**src/lzw_chunk_decoder_defines.svh**
```systemverilog
// assertion macros for the lzw chunk decoder
// used by the top level; expects clk and rst in scope
`ifndef LZW_CHUNK_DECODER_DEFINES_SVH
`define LZW_CHUNK_DECODER_DEFINES_SVH

// same-cycle implication
`define LCD_ASSERT_IMP(label, ante, cons, msg) \
  label: assert property (@(posedge clk) disable iff (rst) (ante) |-> (cons)) \
    else $error(msg);

// next-cycle implication
`define LCD_ASSERT_NEXT(label, ante, cons, msg) \
  label: assert property (@(posedge clk) disable iff (rst) (ante) |=> (cons)) \
    else $error(msg);

`endif

```
**src/lcd_pkg.sv**
```systemverilog
// shared types and constants of the lzw chunk decoder
// no dependencies
`default_nettype none

package lcd_pkg;

  localparam int TABLE_ENTRIES    = 4096;
  localparam int ADDR_W           = $clog2(TABLE_ENTRIES);
  localparam int CODE_W           = 12;
  localparam int BYTES_PER_RESULT = 64;
  localparam int SLOT_W           = $clog2(BYTES_PER_RESULT);
  localparam int CNT_W            = $clog2(BYTES_PER_RESULT + 1);
  localparam int PEND_W           = BYTES_PER_RESULT * 8;
  localparam int LEN_W            = 28;
  localparam int BUF_W            = 20;
  localparam int HELD_W           = 5;
  localparam int WIDTH_W          = 4;
  localparam int STAT_W           = 3;
  localparam int PADDR_W          = 3;

  localparam logic [CODE_W-1:0]  FIRST_FREE  = 12'h100;
  localparam logic [CODE_W-1:0]  LAST_FREE   = 12'hfff;
  localparam logic [CODE_W-1:0]  LIT_MAX     = 12'h0ff;
  localparam logic [LEN_W-1:0]   MAX_LENGTH  = 28'h800_0000;
  localparam logic [WIDTH_W-1:0] START_WIDTH = 4'd9;
  localparam logic [WIDTH_W-1:0] MAX_WIDTH   = 4'd12;

  // register index of output_length
  localparam logic REG_OUTPUT_LENGTH = 1'b0;

  localparam logic [STAT_W-1:0] ST_DATA        = 3'd0;
  localparam logic [STAT_W-1:0] ST_DONE        = 3'd1;
  localparam logic [STAT_W-1:0] ST_BAD_CODE    = 3'd2;
  localparam logic [STAT_W-1:0] ST_SHORT_INPUT = 3'd3;
  localparam logic [STAT_W-1:0] ST_OVERRUN     = 3'd4;

  typedef struct packed {
    logic [7:0] packed_byte;
    logic       final_byte;
  } byte_item_t;

  typedef struct packed {
    logic [63:0]       data_7;
    logic [63:0]       data_6;
    logic [63:0]       data_5;
    logic [63:0]       data_4;
    logic [63:0]       data_3;
    logic [63:0]       data_2;
    logic [63:0]       data_1;
    logic [63:0]       data_0;
    logic [CNT_W-1:0]  byte_count;
    logic              run_end;
    logic [STAT_W-1:0] status;
  } result_item_t;

  typedef enum logic [3:0] {
    S_IDLE, S_EXTRACT, S_DECODE, S_CHAIN, S_FETCH, S_LEAF, S_CHECK,
    S_POP_REQ, S_POP, S_UPDATE, S_POST, S_FLUSH, S_FIN
  } ctrl_state_t;

  typedef enum logic [3:0] {
    OP_NONE, OP_LOAD, OP_EXTRACT, OP_FIRST_LIT, OP_LIT, OP_CHAIN, OP_FETCH_REQ,
    OP_FETCH, OP_LEAF, OP_CHECK, OP_POP_REQ, OP_POP, OP_UPDATE, OP_POST, OP_EMIT
  } dp_op_t;

  typedef struct packed {
    dp_op_t            op;
    logic [STAT_W-1:0] status;
    logic              last;
  } dp_cmd_t;

  typedef struct packed {
    logic finished;
    logic len_over;
    logic br_zero;
    logic have_code;
    logic final_flag;
    logic expect_lit;
    logic code_gt_ff;
    logic code_lt_free;
    logic code_gt_nf;
    logic c_gt_ff;
    logic pref_gt_ff;
    logic n_gt_br;
    logic n_zero;
    logic pend_full;
    logic pend_any;
    logic out_free;
  } dp_stat_t;

endpackage

`default_nettype wire

```
**src/lcd_ctrl.sv**
```systemverilog
// controller of the lzw chunk decoder: sequences code extraction, chain walk,
// string output and dictionary update; uses lcd_pkg
`default_nettype none

module lcd_ctrl
  import lcd_pkg::*;
(
  input  wire logic     clk,
  input  wire logic     rst,
  input  wire logic     byte_valid,
  output logic          byte_ready,
  input  wire dp_stat_t stat,
  output dp_cmd_t       cmd
);

  ctrl_state_t       state;
  ctrl_state_t       state_next;
  logic [STAT_W-1:0] fin_status;
  logic [STAT_W-1:0] fin_status_next;
  logic              can_put;

  assign can_put    = !stat.pend_full || stat.out_free;
  assign byte_ready = state == S_IDLE;

  always_ff @(posedge clk) begin
    if (rst) begin
      state      <= S_IDLE;
      fin_status <= ST_DATA;
    end else begin
      state      <= state_next;
      fin_status <= fin_status_next;
    end
  end

  always_comb begin
    state_next      = state;
    fin_status_next = fin_status;
    cmd.op          = OP_NONE;
    cmd.status      = ST_DATA;
    cmd.last        = 1'b1;
    unique case (state)
      S_IDLE: begin
        if (byte_valid) begin
          priority if (stat.finished) begin
            state_next = S_IDLE;
          end else if (stat.len_over) begin
            fin_status_next = ST_OVERRUN;
            state_next      = S_FIN;
          end else if (stat.br_zero) begin
            fin_status_next = ST_DONE;
            state_next      = S_FIN;
          end else begin
            cmd.op     = OP_LOAD;
            state_next = S_EXTRACT;
          end
        end
      end
      S_EXTRACT: begin
        priority if (stat.have_code) begin
          cmd.op     = OP_EXTRACT;
          state_next = S_DECODE;
        end else if (stat.final_flag) begin
          fin_status_next = ST_SHORT_INPUT;
          state_next      = S_FIN;
        end else if (stat.pend_any) begin
          state_next = S_FLUSH;
        end else begin
          state_next = S_IDLE;
        end
      end
      S_DECODE: begin
        priority if (stat.expect_lit && stat.code_gt_ff) begin
          fin_status_next = ST_BAD_CODE;
          state_next      = S_FIN;
        end else if (stat.expect_lit) begin
          if (can_put) begin
            cmd.op     = OP_FIRST_LIT;
            state_next = S_POST;
          end
        end else if (stat.code_lt_free) begin
          if (can_put) begin
            cmd.op     = OP_LIT;
            state_next = S_UPDATE;
          end
        end else if (stat.code_gt_nf) begin
          fin_status_next = ST_BAD_CODE;
          state_next      = S_FIN;
        end else begin
          cmd.op     = OP_CHAIN;
          state_next = S_CHAIN;
        end
      end
      S_CHAIN: begin
        if (stat.c_gt_ff) begin
          cmd.op     = OP_FETCH_REQ;
          state_next = S_FETCH;
        end else begin
          state_next = S_LEAF;
        end
      end
      S_FETCH: begin
        cmd.op = OP_FETCH;
        if (!stat.pref_gt_ff) begin
          state_next = S_LEAF;
        end
      end
      S_LEAF: begin
        cmd.op     = OP_LEAF;
        state_next = S_CHECK;
      end
      S_CHECK: begin
        if (stat.n_gt_br) begin
          fin_status_next = ST_OVERRUN;
          state_next      = S_FIN;
        end else begin
          cmd.op     = OP_CHECK;
          state_next = S_POP_REQ;
        end
      end
      S_POP_REQ: begin
        cmd.op     = OP_POP_REQ;
        state_next = S_POP;
      end
      S_POP: begin
        if (can_put) begin
          cmd.op = OP_POP;
          if (stat.n_zero) begin
            state_next = S_UPDATE;
          end
        end
      end
      S_UPDATE: begin
        cmd.op     = OP_UPDATE;
        state_next = S_POST;
      end
      S_POST: begin
        if (stat.br_zero) begin
          fin_status_next = ST_DONE;
          state_next      = S_FIN;
        end else begin
          cmd.op     = OP_POST;
          state_next = S_EXTRACT;
        end
      end
      S_FLUSH: begin
        if (stat.out_free) begin
          cmd.op     = OP_EMIT;
          cmd.status = ST_DATA;
          state_next = S_IDLE;
        end
      end
      S_FIN: begin
        if (stat.out_free) begin
          cmd.op     = OP_EMIT;
          cmd.status = fin_status;
          state_next = S_IDLE;
        end
      end
      default: state_next = S_IDLE;
    endcase
  end

endmodule

`default_nettype wire

```
**config.mk**
```make
export PLATFORM = sky130hd
export DESIGN_NAME = lcd_ctrl
export DESIGN_NICKNAME = d
export VERILOG_FILES = /design/src/lzw_chunk_decoder_defines.svh /design/src/lcd_pkg.sv /design/src/lcd_ctrl.sv
export SDC_FILE = /design/constraint.sdc
export NUM_CORES = 1
export LEC_CHECK = 0
export BUFFER_PORTS_ARGS = -buffer_cell sky130_fd_sc_hd__buf_2
export CAP_MARGIN = 20
export CELL_PAD_IN_SITES_DETAIL_PLACEMENT = 0
export CELL_PAD_IN_SITES_GLOBAL_PLACEMENT = 1
export CORE_MARGIN = 10
export CORE_UTILIZATION = 33
export CTS_CLUSTER_SIZE = 25
export DETAILED_ROUTE_END_ITERATION = 7
export PLACE_DENSITY = 0.87
export SYNTH_ARGS = -nofsm -noshare
export SYNTH_HDL_FRONTEND = slang
export SYNTH_SLANG_ARGS = --single-unit
```
**constraint.sdc**
```tcl
create_clock -name clk -period 1.8 [get_ports clk]
set_input_delay 0.36 -clock clk [delete_from_list [all_inputs] [get_ports clk]]
set_output_delay 0.36 -clock clk [all_outputs]
set_load 0.05 [all_outputs]
```
==> summary.md, run 1 <==
- **status** complete, but fails checks
- **violations in the final reports** negative setup slack
- **total negative slack** -2558 ps
- **top cell type by total area after synthesis** sky130_fd_sc_hd__dfxtp_1
- **worst vdd ir** 0.0009176 V
- **global-route wire length before repair** 8687 um
- **worst hold path depth** 2
- **vias** 1703
- **overall power after layout** 4987 uW
- **gate count after technology mapping** 147
- **RR Startpoint** state[2]
- **number of distinct library cells after synthesis** 54
- **die outline height** 75.52 um
- **total standard cell area after synthesis** 0.001017 mm^2
- **htree depth** 1
- **number of port buffers** 26
- **antenna violation net count after detailed routing** 0
- **number of antenna violations at the first check in global routing** 0
- **Critical-path top delay cell** sky130_fd_sc_hd__or4_4
- **worst hold-check slack** 404.4 ps
- **syn nets** 166
- **Hold Path End** state[1]
- **number of buffers and inverters on the critical path** 1
- **routed length per instance** 22.10 um
- **sort of element at the end of the critical path** output pin
- **clock buffers created by TritonCTS** 3
- **Total Wirelength** 5945 um
- **WP data arrival** 1770 ps
- **total count of max-transition violations in the final report** 0
- **source of the worst hold timing path** rst
- **Worst Path Class, Setup** reg -> out
- **maximum number of pins on one net before global-route repair** 11
- **final worst path period need** 2132 ps
- **row count** 20
- **count of pins on the block boundary** 28
- **number of DRC violations after detailed routing** 0
- **Antenna Cells** 0
- **final worst path period share** 118.5%
- **startpoint types** register
- **worst slack at placement** -225.7 ps
- **cell count along the critical path** 4
- **Die X** 75.52 um
- **most instantiated cells after synthesis** sky130_fd_sc_hd__a21oi_1 (10), sky130_fd_sc_hd__nand2_1 (10), sky130_fd_sc_hd__o21ai_0 (10)
- **leak pwr** 0.0009172 uW
- **final hold violation count** 0
- **clock tree from TritonCTS** built
- **Seq/Total Area, Yosys** 13.78%
- **CP Data Required Time** 1440 ps
- **EDFF count, synth** 0
- **type of the most critical hold path** in -> reg
- **routability congestion estimate** 1.028
- **synthesized flop and latch total** 7
- **post-detail-place hpwl** 3232 um
- **Critical R2R Capture** fin_status[0]
- **reg-to-reg slack, setup** -250 ps
- **Initial Utilization** 33.88%
- **post-synthesis async set-or-reset flop share** 0%
- **GRT Util Overall** 19.61%
- **Final #Nets** 256
- **clk sink count** 7
- **Remaining Overflow, GRT** 0
- **post-layout worst setup margin** -332.3 ps
- **RSZ-0062 raised after global routing** true
- **layout cell share with drive strength beyond 1** 63.14%
- **Die ar.** 0.005703 mm^2
- **largest stage delay on the critical path** 540 ps
- **via count of the first global-routing pass** 1776
- **clock transition at the register clock pins on the worst setup and hold paths after CTS** 50 ps
- **FMAX** 0.4690 GHz
- **Reg2Reg Depth** 8
- **share of Yosys cell area claimed by the top area cell type** 13.78%
- **mean cell area of the mapped netlist** 6.920 um^2
- **max cap viols** 0
- **top post-synthesis cells by area** sky130_fd_sc_hd__dfxtp_1 (14%), sky130_fd_sc_hd__a21oi_1 (4.9%), sky130_fd_sc_hd__o21ai_0 (4.9%), sky130_fd_sc_hd__nand2_1 (3.7%), sky130_fd_sc_hd__buf_2 (3.4%)
- **Detailed Routing Iterations Pass 1** 4
- **clock tree skew after final layout** 5.406 ps
- **vias per cell** 6.331
- **primary flip-flop cell chosen by synthesis mapping** sky130_fd_sc_hd__dfxtp_1
- **setup violation total in the final timing report** 15
- **critical-path maximum fanout** 4
- **insertion delay to the later sink of the worst-skew pair** 260 ps
- **maximum clock path buffer count** 2
- **total of warnings raised by yosys** 0
- **cell-by-cell listing of the critical path** or4_4 > nor4_4 > a221o_2 > buf_8
- **top cell family by delay on the critical path** simple AND/OR/NAND/NOR gates
- **Layout Area Growth over Synthesis** 111.7%
- **Floorplan Core Area** 0.003003 mm^2
- **fillers** 193
- **violation count after the first detailed-route iteration** 353
- **pwr/cell area** 2316 mW/mm^2
- **library cell used as clock root buffer** sky130_fd_sc_hd__clkbuf_4
==> kinds of logic after synthesis <==
| family | after synthesis | synth area share, % |
|---|---|---|
| compound gates | 63 | 43.54 |
| xor+xnor | 1 | 0.8612 |
| buf+inv | 20 | 9.347 |
| flops | 7 | 13.78 |
| other cells | 1 | 0.3686 |
| simple gates | 55 | 32.10 |
==> metrics by stage <==
step | util (%) | cell area, um^2 | cells
floorplan | - | 1097 | 147
global placement | 50.04 | 1503 | 237
detailed placement | 50.04 | 1503 | 237
CTS | 66.88 | 2008 | 264
global route | 71.71 | 2153 | 269
finish | 71.71 | 2153 | 269
==> cell usage in the layout, fill, tap and decap left out, types with 2 or more instances in the layout <==
| cell type | count |
|---|---|
| sky130_fd_sc_hd__buf_4 | 53 |
| sky130_fd_sc_hd__buf_2 | 18 |
| sky130_fd_sc_hd__buf_6 | 17 |
| sky130_fd_sc_hd__a21oi_1 | 9 |
| sky130_fd_sc_hd__o21ai_0 | 7 |
| sky130_fd_sc_hd__inv_1 | 7 |
| sky130_fd_sc_hd__nand2_1 | 6 |
| sky130_fd_sc_hd__buf_8 | 6 |
| sky130_fd_sc_hd__nor3_1 | 5 |
| sky130_fd_sc_hd__nor2_1 | 5 |
| sky130_fd_sc_hd__nor2b_1 | 4 |
| sky130_fd_sc_hd__nand2b_1 | 4 |
| sky130_fd_sc_hd__o21a_1 | 4 |
| sky130_fd_sc_hd__dfxtp_4 | 4 |
| sky130_fd_sc_hd__nand3_1 | 3 |
| sky130_fd_sc_hd__o21ai_1 | 3 |
| sky130_fd_sc_hd__o211ai_1 | 3 |
| sky130_fd_sc_hd__and2_4 | 3 |
| sky130_fd_sc_hd__clkbuf_4 | 3 |
| sky130_fd_sc_hd__dfxtp_1 | 3 |
| sky130_fd_sc_hd__nor4_4 | 2 |
| sky130_fd_sc_hd__o21ai_2 | 2 |
| sky130_fd_sc_hd__or4b_4 | 2 |
| sky130_fd_sc_hd__nand2_2 | 2 |
| sky130_fd_sc_hd__nand2_4 | 2 |
| sky130_fd_sc_hd__a31oi_1 | 2 |
| sky130_fd_sc_hd__nor2_4 | 2 |
| sky130_fd_sc_hd__or3_1 | 2 |
| sky130_fd_sc_hd__o32ai_2 | 2 |
| sky130_fd_sc_hd__o22ai_1 | 2 |
| sky130_fd_sc_hd__a211oi_2 | 2 |
==> report_power, final <==
part | switching, uW | leakage, uW | internal, uW
clock network | 68.7 | 0.0000150 | 85.3
registers | 108 | 0.0000603 | 259
logic | 2280 | 0.000842 | 2190
total | 2460 | 0.000917 | 2530
==> layer usage <==
metal,vias to the layer above,global-route usage [%],wire [um]
met5,-,0,0
met4,0,8.660,314
met3,36,2.865,503
met2,111,36.83,2979
met1,810,21.03,2147
li1,746,-,-
==> registers in the layout (all words and copies together), names as in the netlist <==
name and count:
fin_status 3, state 4
==> cell type report <==
| type | count | area [um^2] | share of cell area, % |
|---|---|---|---|
| repair buffers | 96 | 817.0 | 37.94 |
| well taps | 33 | 41.29 | 1.917 |
| multi-input cells | 120 | 1077 | 50.03 |
| clock buffers | 4 | 26.28 | 1.220 |
| inverters | 9 | 36.28 | 1.685 |
| flip-flops and latches | 7 | 155.1 | 7.205 |
==> worst max-delay path by stage <==
| stage | startpoint | to | slack [ps] |
|---|---|---|---|
| 3_3_place_gp | state[3] | cmd[4] | -190 |
| 6_report | state[2] | cmd[4] | -330 |
| 3_5_place_dp | state[3] | cmd[4] | -230 |
| 5_1_grt | state[2] | cmd[4] | -430 |
| 4_1_cts | state[2] | cmd[4] | -330 |
| 2_1_floorplan | state[0] | cmd[6] | -180 |
==> what timing repair did <==
action                                  CTS  global route
cloned                                    1             0
pin swaps                                22            12
endpoints found under the setup margin   15            15
hold buffers                              0             0
setup buffers                            23             5
gates resized for setup                  69            25
Power figures use the tool's default switching activity.
==> run 2: changes to the inputs <==
- CORE_UTILIZATION: 33 -> 25
- PLACE_DENSITY: 0.87 -> 0.71
- SKIP_CTS_REPAIR_TIMING: default -> 1
==> run 2 against run 1 <==
  * The flow still finishes with violations (negative setup slack)
  * Clock skew decreased by 4.7 ps
  * Critical path depth increased by 1
  * Via count decreased by 17%
  * Flip-flop and latch count unchanged
  * Sequential power about the same
  * Largest power group unchanged
  * Global-route usage decreased by 8.7 points
  * Cell count decreased by 2.2%
  * Maximum frequency increased by 4.5%
  * Critical path type unchanged
  * Die area increased by 23%
  * Combinational power decreased by 25%
==> summary.md, run 2 (synthesis gave the netlist of run 1 again) <==
- **clock tree from TritonCTS** built
- **antenna violation net count after detailed routing** 0
- **Remaining Overflow, GRT** 0
- **total count of max-transition violations in the final report** 0
- **sort of element at the end of the critical path** output pin
- **WP data arrival** 1680 ps
- **pwr/cell area** 2221 mW/mm^2
- **status** complete, but fails checks
- **leak pwr** 0.0007229 uW
- **highest-count cells in the layout ignoring fill and taps** sky130_fd_sc_hd__buf_4 (43), sky130_fd_sc_hd__buf_2 (18), sky130_fd_sc_hd__nand2_1 (9), sky130_fd_sc_hd__buf_6 (9)
- **Critical R2R Capture** state[3]
- **footprint of the flip-flops and latches** 155.1 um^2
- **worst hold path depth** 2
- **via count of the first global-routing pass** 1359
- **global-route wire length before repair** 6644 um
- **number of standard cells in the final layout excluding fillers** 263
- **final worst path period need** 2041 ps
- **beginning of the critical path** state[1]
- **Hold Path End** state[1]
- **maximum clock path buffer count** 2
- **CP Data Required Time** 1440 ps
- **register ranked first by flip-flop count** state
- **fillers** 388
- **vias** 1421
- **RSZ-0062 raised after global routing** true
- **Initial Utilization** 25.61%
- **Reg2Reg Depth** 10
- **worst slack at placement** -197.8 ps
- **layout cell share with drive strength beyond 1** 50.23%
- **area of the multi-input gates** 909.6 um^2
- **post-detail-place hpwl** 3206 um
- **max reg flops** 4
- **type of the most critical hold path** in -> reg
- **worst vdd ir** 0.0006988 V
- **Die X** 83.79 um
- **htree depth** 1
- **startpoint types** register
- **RR Startpoint** state[1]
- **reg-to-reg slack, setup** -160 ps
- **placed instance count** 254
- **routed length per instance** 15.57 um
- **count of pins on the block boundary** 28
- **vias per cell** 5.403
- **Die ar.** 0.007020 mm^2
- **number of buffers and inverters on the critical path** 2
- **row count** 23
- **Critical-path top delay cell** sky130_fd_sc_hd__or4_4
- **Floorplan Core Area** 0.003971 mm^2
- **die outline height** 83.79 um
- **critical-path maximum fanout** 6
- **clock tree skew after final layout** 0.7213 ps
- **Worst Path Class, Setup** reg -> out
- **violations in the final reports** negative setup slack
- **cell-by-cell listing of the critical path** buf_6 > or4_4 > nor4_4 > a221o_2 > buf_8
- **Final #Nets** 233
- **top cell family by delay on the critical path** simple AND/OR/NAND/NOR gates
- **Layout Area Growth over Synthesis** 73.80%
- **Detailed Routing Iterations Pass 1** 4
- **clk sink count** 7
- **GRT Util Overall** 10.94%
- **clock buffers created by TritonCTS** 3
- **clock transition at the register clock pins on the worst setup and hold paths after CTS** 40 ps
- **Antenna Cells** 0
- **Total Wirelength** 4096 um
- **final hold violation count** 0
- **largest stage delay on the critical path** 430 ps
- **setup violation total in the final timing report** 14
- **number of port buffers** 26
- **most common cell after layout, fill and taps aside** sky130_fd_sc_hd__buf_4
- **final worst path period share** 113.4%
- **routability congestion estimate** 0.9106
- **number of DRC violations after detailed routing** 0
- **insertion delay to the later sink of the worst-skew pair** 220 ps
- **number of antenna violations at the first check in global routing** 0
- **post-layout worst setup margin** -241.3 ps
- **largest registers** state (4), fin_status (3)
- **library cell used as clock root buffer** sky130_fd_sc_hd__clkbuf_8
- **source of the worst hold timing path** rst
- **maximum number of pins on one net before global-route repair** 16
- **FMAX** 0.4899 GHz
- **max cap viols** 0
- **violation count after the first detailed-route iteration** 192
-- run 2: changes by cell type in the layout (fill, tap and decap cells not counted), sizes merged --
cell	before	now
buf	96	73
-- run 2: layout make-up --
type                            instances  area share (%)
Clock buffer                            4           2.548
Inverter                                9           2.052
Multi-Input combinational cell        120           51.45
Sequential cell                         7           8.776
Tap cell                               50           3.539
Timing Repair Buffer                   73           31.63
-- run 2: power by group --
| group | leakage (uW) | switching [uW] | internal, uW |
|---|---|---|---|
| logic | 0.000640 | 1730 | 1610 |
| registers | 0.0000603 | 107 | 260 |
| clock network | 0.0000228 | 64.7 | 153 |
-- run 2: metrics by stage --
stage          utilization (%)  hold slack, ps  total power (uW)  setup TNS, ps  cell area, um^2
4_1_cts                  39.51           416.5              3332          -3063             1569
6_report                 44.52           417.1              3926          -1668             1768
3_5_place_dp             38.37           473.3              3092         -972.7             1524
2_1_floorplan                -           427.9              2186         -236.7             1097
5_1_grt                  44.52           422.4              4198          -2596             1768
3_3_place_gp             38.37           480.9              3113         -708.0             1524
-- run 2: metal layers --
layer | track usage, % | part of all wire, %
met2 | 17.77 | 49
met3 | 2.051 | 5.2
met4 | 3.044 | 1.4
met1 | 14.20 | 44
met5 | 0 | 0
-- run 2: how the worst max path moves through the flow --
stage | end | cells past startpoint | slack (ps)
finish | cmd[4] | 5 | -240
global route | cmd[4] | 5 | -290
CTS | cmd[4] | 4 | -450
detailed placement | cmd[4] | 4 | -200
global placement | cmd[4] | 5 | -130
floorplan | cmd[6] | 5 | -180
==> run 3: changes to the inputs <==
- CORE_UTILIZATION: 25 -> 33
- PLACE_DENSITY: 0.71 -> 0.77
==> run 3 against run 2 <==
  * The flow still finishes with violations (negative setup slack)
  * Largest power group unchanged
  * Setup slack got worse by 54 ps
  * Clock-buffer cell count is the same
  * Critical path type unchanged
  * Largest cell class unchanged
  * Total power increased by 1.0%
  * Clock skew barely moved
  * Wire length rose by 12%
==> summary.md, run 3 (synthesis gave the netlist of run 1 again) <==
- **status** complete, but fails checks
- **violations in the final reports** negative setup slack
- **sequential group share of total power** 9.1%
- **max reg flops** 4
- **worst vdd ir** 0.001164 V
- **leak pwr** 0.0007568 uW
- **critical-path maximum fanout** 5
- **reg-to-reg slack, setup** -160 ps
- **row count** 20
- **htree depth** 1
- **Final #Nets** 236
- **startpoint types** register
- **Antenna Cells** 0
- **Finished Cell Area** 0.001823 mm^2
- **Hold Path End** state[1]
- **FMAX** 0.4773 GHz
- **vias per cell** 6.052
- **clock share of power** 3.7%
- **highest-count cells in the layout ignoring fill and taps** sky130_fd_sc_hd__buf_4 (42), sky130_fd_sc_hd__buf_2 (18), sky130_fd_sc_hd__buf_6 (11), sky130_fd_sc_hd__a21oi_1 (10)
- **final worst path period share** 116.4%
- **Floorplan Core Area** 0.003003 mm^2
- **Initial Utilization** 33.88%
- **most common cell after layout, fill and taps aside** sky130_fd_sc_hd__buf_4
- **number of DRC violations after detailed routing** 0
- **Die ar.** 0.005703 mm^2
- **placed instance count** 238
- **violation count after the first detailed-route iteration** 143
- **pwr/cell area** 2175 mW/mm^2
- **clk sink count** 7
- **Critical-path top delay cell** sky130_fd_sc_hd__or4_4
- **switching power summed over all nets** 2023 uW
- **final hold violation count** 0
- **Cell Int Power** 1943 uW
- **worst hold path depth** 2
- **via count of the first global-routing pass** 1381
- **register ranked first by flip-flop count** state
- **library cell used as clock root buffer** sky130_fd_sc_hd__clkbuf_4
- **cell-by-cell listing of the critical path** or4_4 > nor4_4 > a221o_2 > buf_8
- **Detailed Routing Iterations Pass 1** 4
- **Total Wirelength** 4604 um
- **maximum clock path buffer count** 2
- **switching share of total power** 51.00%
- **antenna violation net count after detailed routing** 0
- **Remaining Overflow, GRT** 0
- **combinational group share of total power** 87.3%
- **CP Data Required Time** 1440 ps
- **clock transition at the register clock pins on the worst setup and hold paths after CTS** 50 ps
- **maximum number of pins on one net before global-route repair** 12
- **global-route wire length before repair** 6665 um
- **source of the worst hold timing path** rst
- **largest stage delay on the critical path** 580 ps
- **clock buffers created by TritonCTS** 3
- **worst hold-check slack** 395.8 ps
- **clock tree from TritonCTS** built
- **post-layout worst setup margin** -295.2 ps
- **count of pins on the block boundary** 28
- **Area after DPL** 0.001510 mm^2
- **Die X** 75.52 um
- **RR Startpoint** state[1]
- **number of antenna violations at the first check in global routing** 0
- **die outline height** 75.52 um
- **total count of max-transition violations in the final report** 0
- **Worst Path Class, Setup** reg -> out
- **number of standard cells in the final layout excluding fillers** 249
- **WP data arrival** 1740 ps
- **layout cell share with drive strength beyond 1** 55.09%
- **number of port buffers** 26
- **post-detail-place hpwl** 3404 um
- **Critical R2R Capture** state[2]
- **routed length per instance** 18.49 um
- **max cap viols** 0
- **setup violation total in the final timing report** 14
- **RSZ-0062 raised after global routing** true
- **Layout Area Growth over Synthesis** 79.21%
- **worst slack at placement** -209.7 ps
- **insertion delay to the later sink of the worst-skew pair** 250 ps
- **Reg2Reg Depth** 7
- **GRT Util Overall** 14.80%
- **largest registers** state (4), fin_status (3)
- **final worst path period need** 2095 ps
- **sort of element at the end of the critical path** output pin
- **routability congestion estimate** 0.9779
- **clock tree skew after final layout** 0.4636 ps
- **vias** 1507
- **fillers** 250
- **type of the most critical hold path** in -> reg
run 3: cell count changes in the layout (fill, tap and decap cells not counted), moves of 3 or more:
| cell | delta |
|---|---|
| sky130_fd_sc_hd__clkbuf_4 | +3 |
| sky130_fd_sc_hd__o21ai_2 | +3 |
| sky130_fd_sc_hd__clkbuf_8 | -3 |
| sky130_fd_sc_hd__a21oi_2 | -3 |
run 3: critical path, delay by kind of cell, from the launching register on:
kind / cells / cell delay (ps)
compound gates: 1 / 220
buf+inv: 1 / 140
flops: 1 / 340
simple gates: 2 / 780
run 3: area by class of cell:
class                           count  area (um^2)  area share (%)
Multi-Input combinational cell    120        974.7           53.47
Clock buffer                        4        26.28           1.441
Timing Repair Buffer               76        594.3           32.60
Tap cell                           33        41.29           2.265
Sequential cell                     7        152.6           8.373
Inverter                            9        33.78           1.853
run 3: power by group through the flow:
stage	registers, uW	logic [uW]	clock network [uW]
global placement	327	2760	0
detailed placement	329	2770	0
CTS	327	2780	146
finish	359	3460	147
global route	369	3660	157
floorplan	297	1890	0
run 3: worst max-delay path by stage:
stage	start	endpoint	cells past startpoint
after global placement	state[1]	state[0]	6
after floorplan	state[0]	cmd[6]	5
final	state[3]	cmd[4]	4
after detailed placement	state[1]	cmd[6]	6
after CTS	state[1]	cmd[6]	6
after global routing	state[3]	cmd[4]	4
run 3: routing by layer:
metal  track usage (%)  wire, um  part of all wire (%)
met1             19.04      1832                    40
met4             4.948        83                   1.8
met2             24.55      2343                    51
met3             2.083       344                   7.5
met5                 0         0                     0
run 3: metrics by stage:
stage | TNS (ps) | total power, uW | utilization (%)
after floorplan | -236.7 | 2186 | -
after global placement | -1203 | 3085 | 50.29
after detailed placement | -1343 | 3096 | 50.29
after CTS | -3432 | 3256 | 51.17
after global routing | -2635 | 4190 | 60.71
final | -1935 | 3966 | 60.71
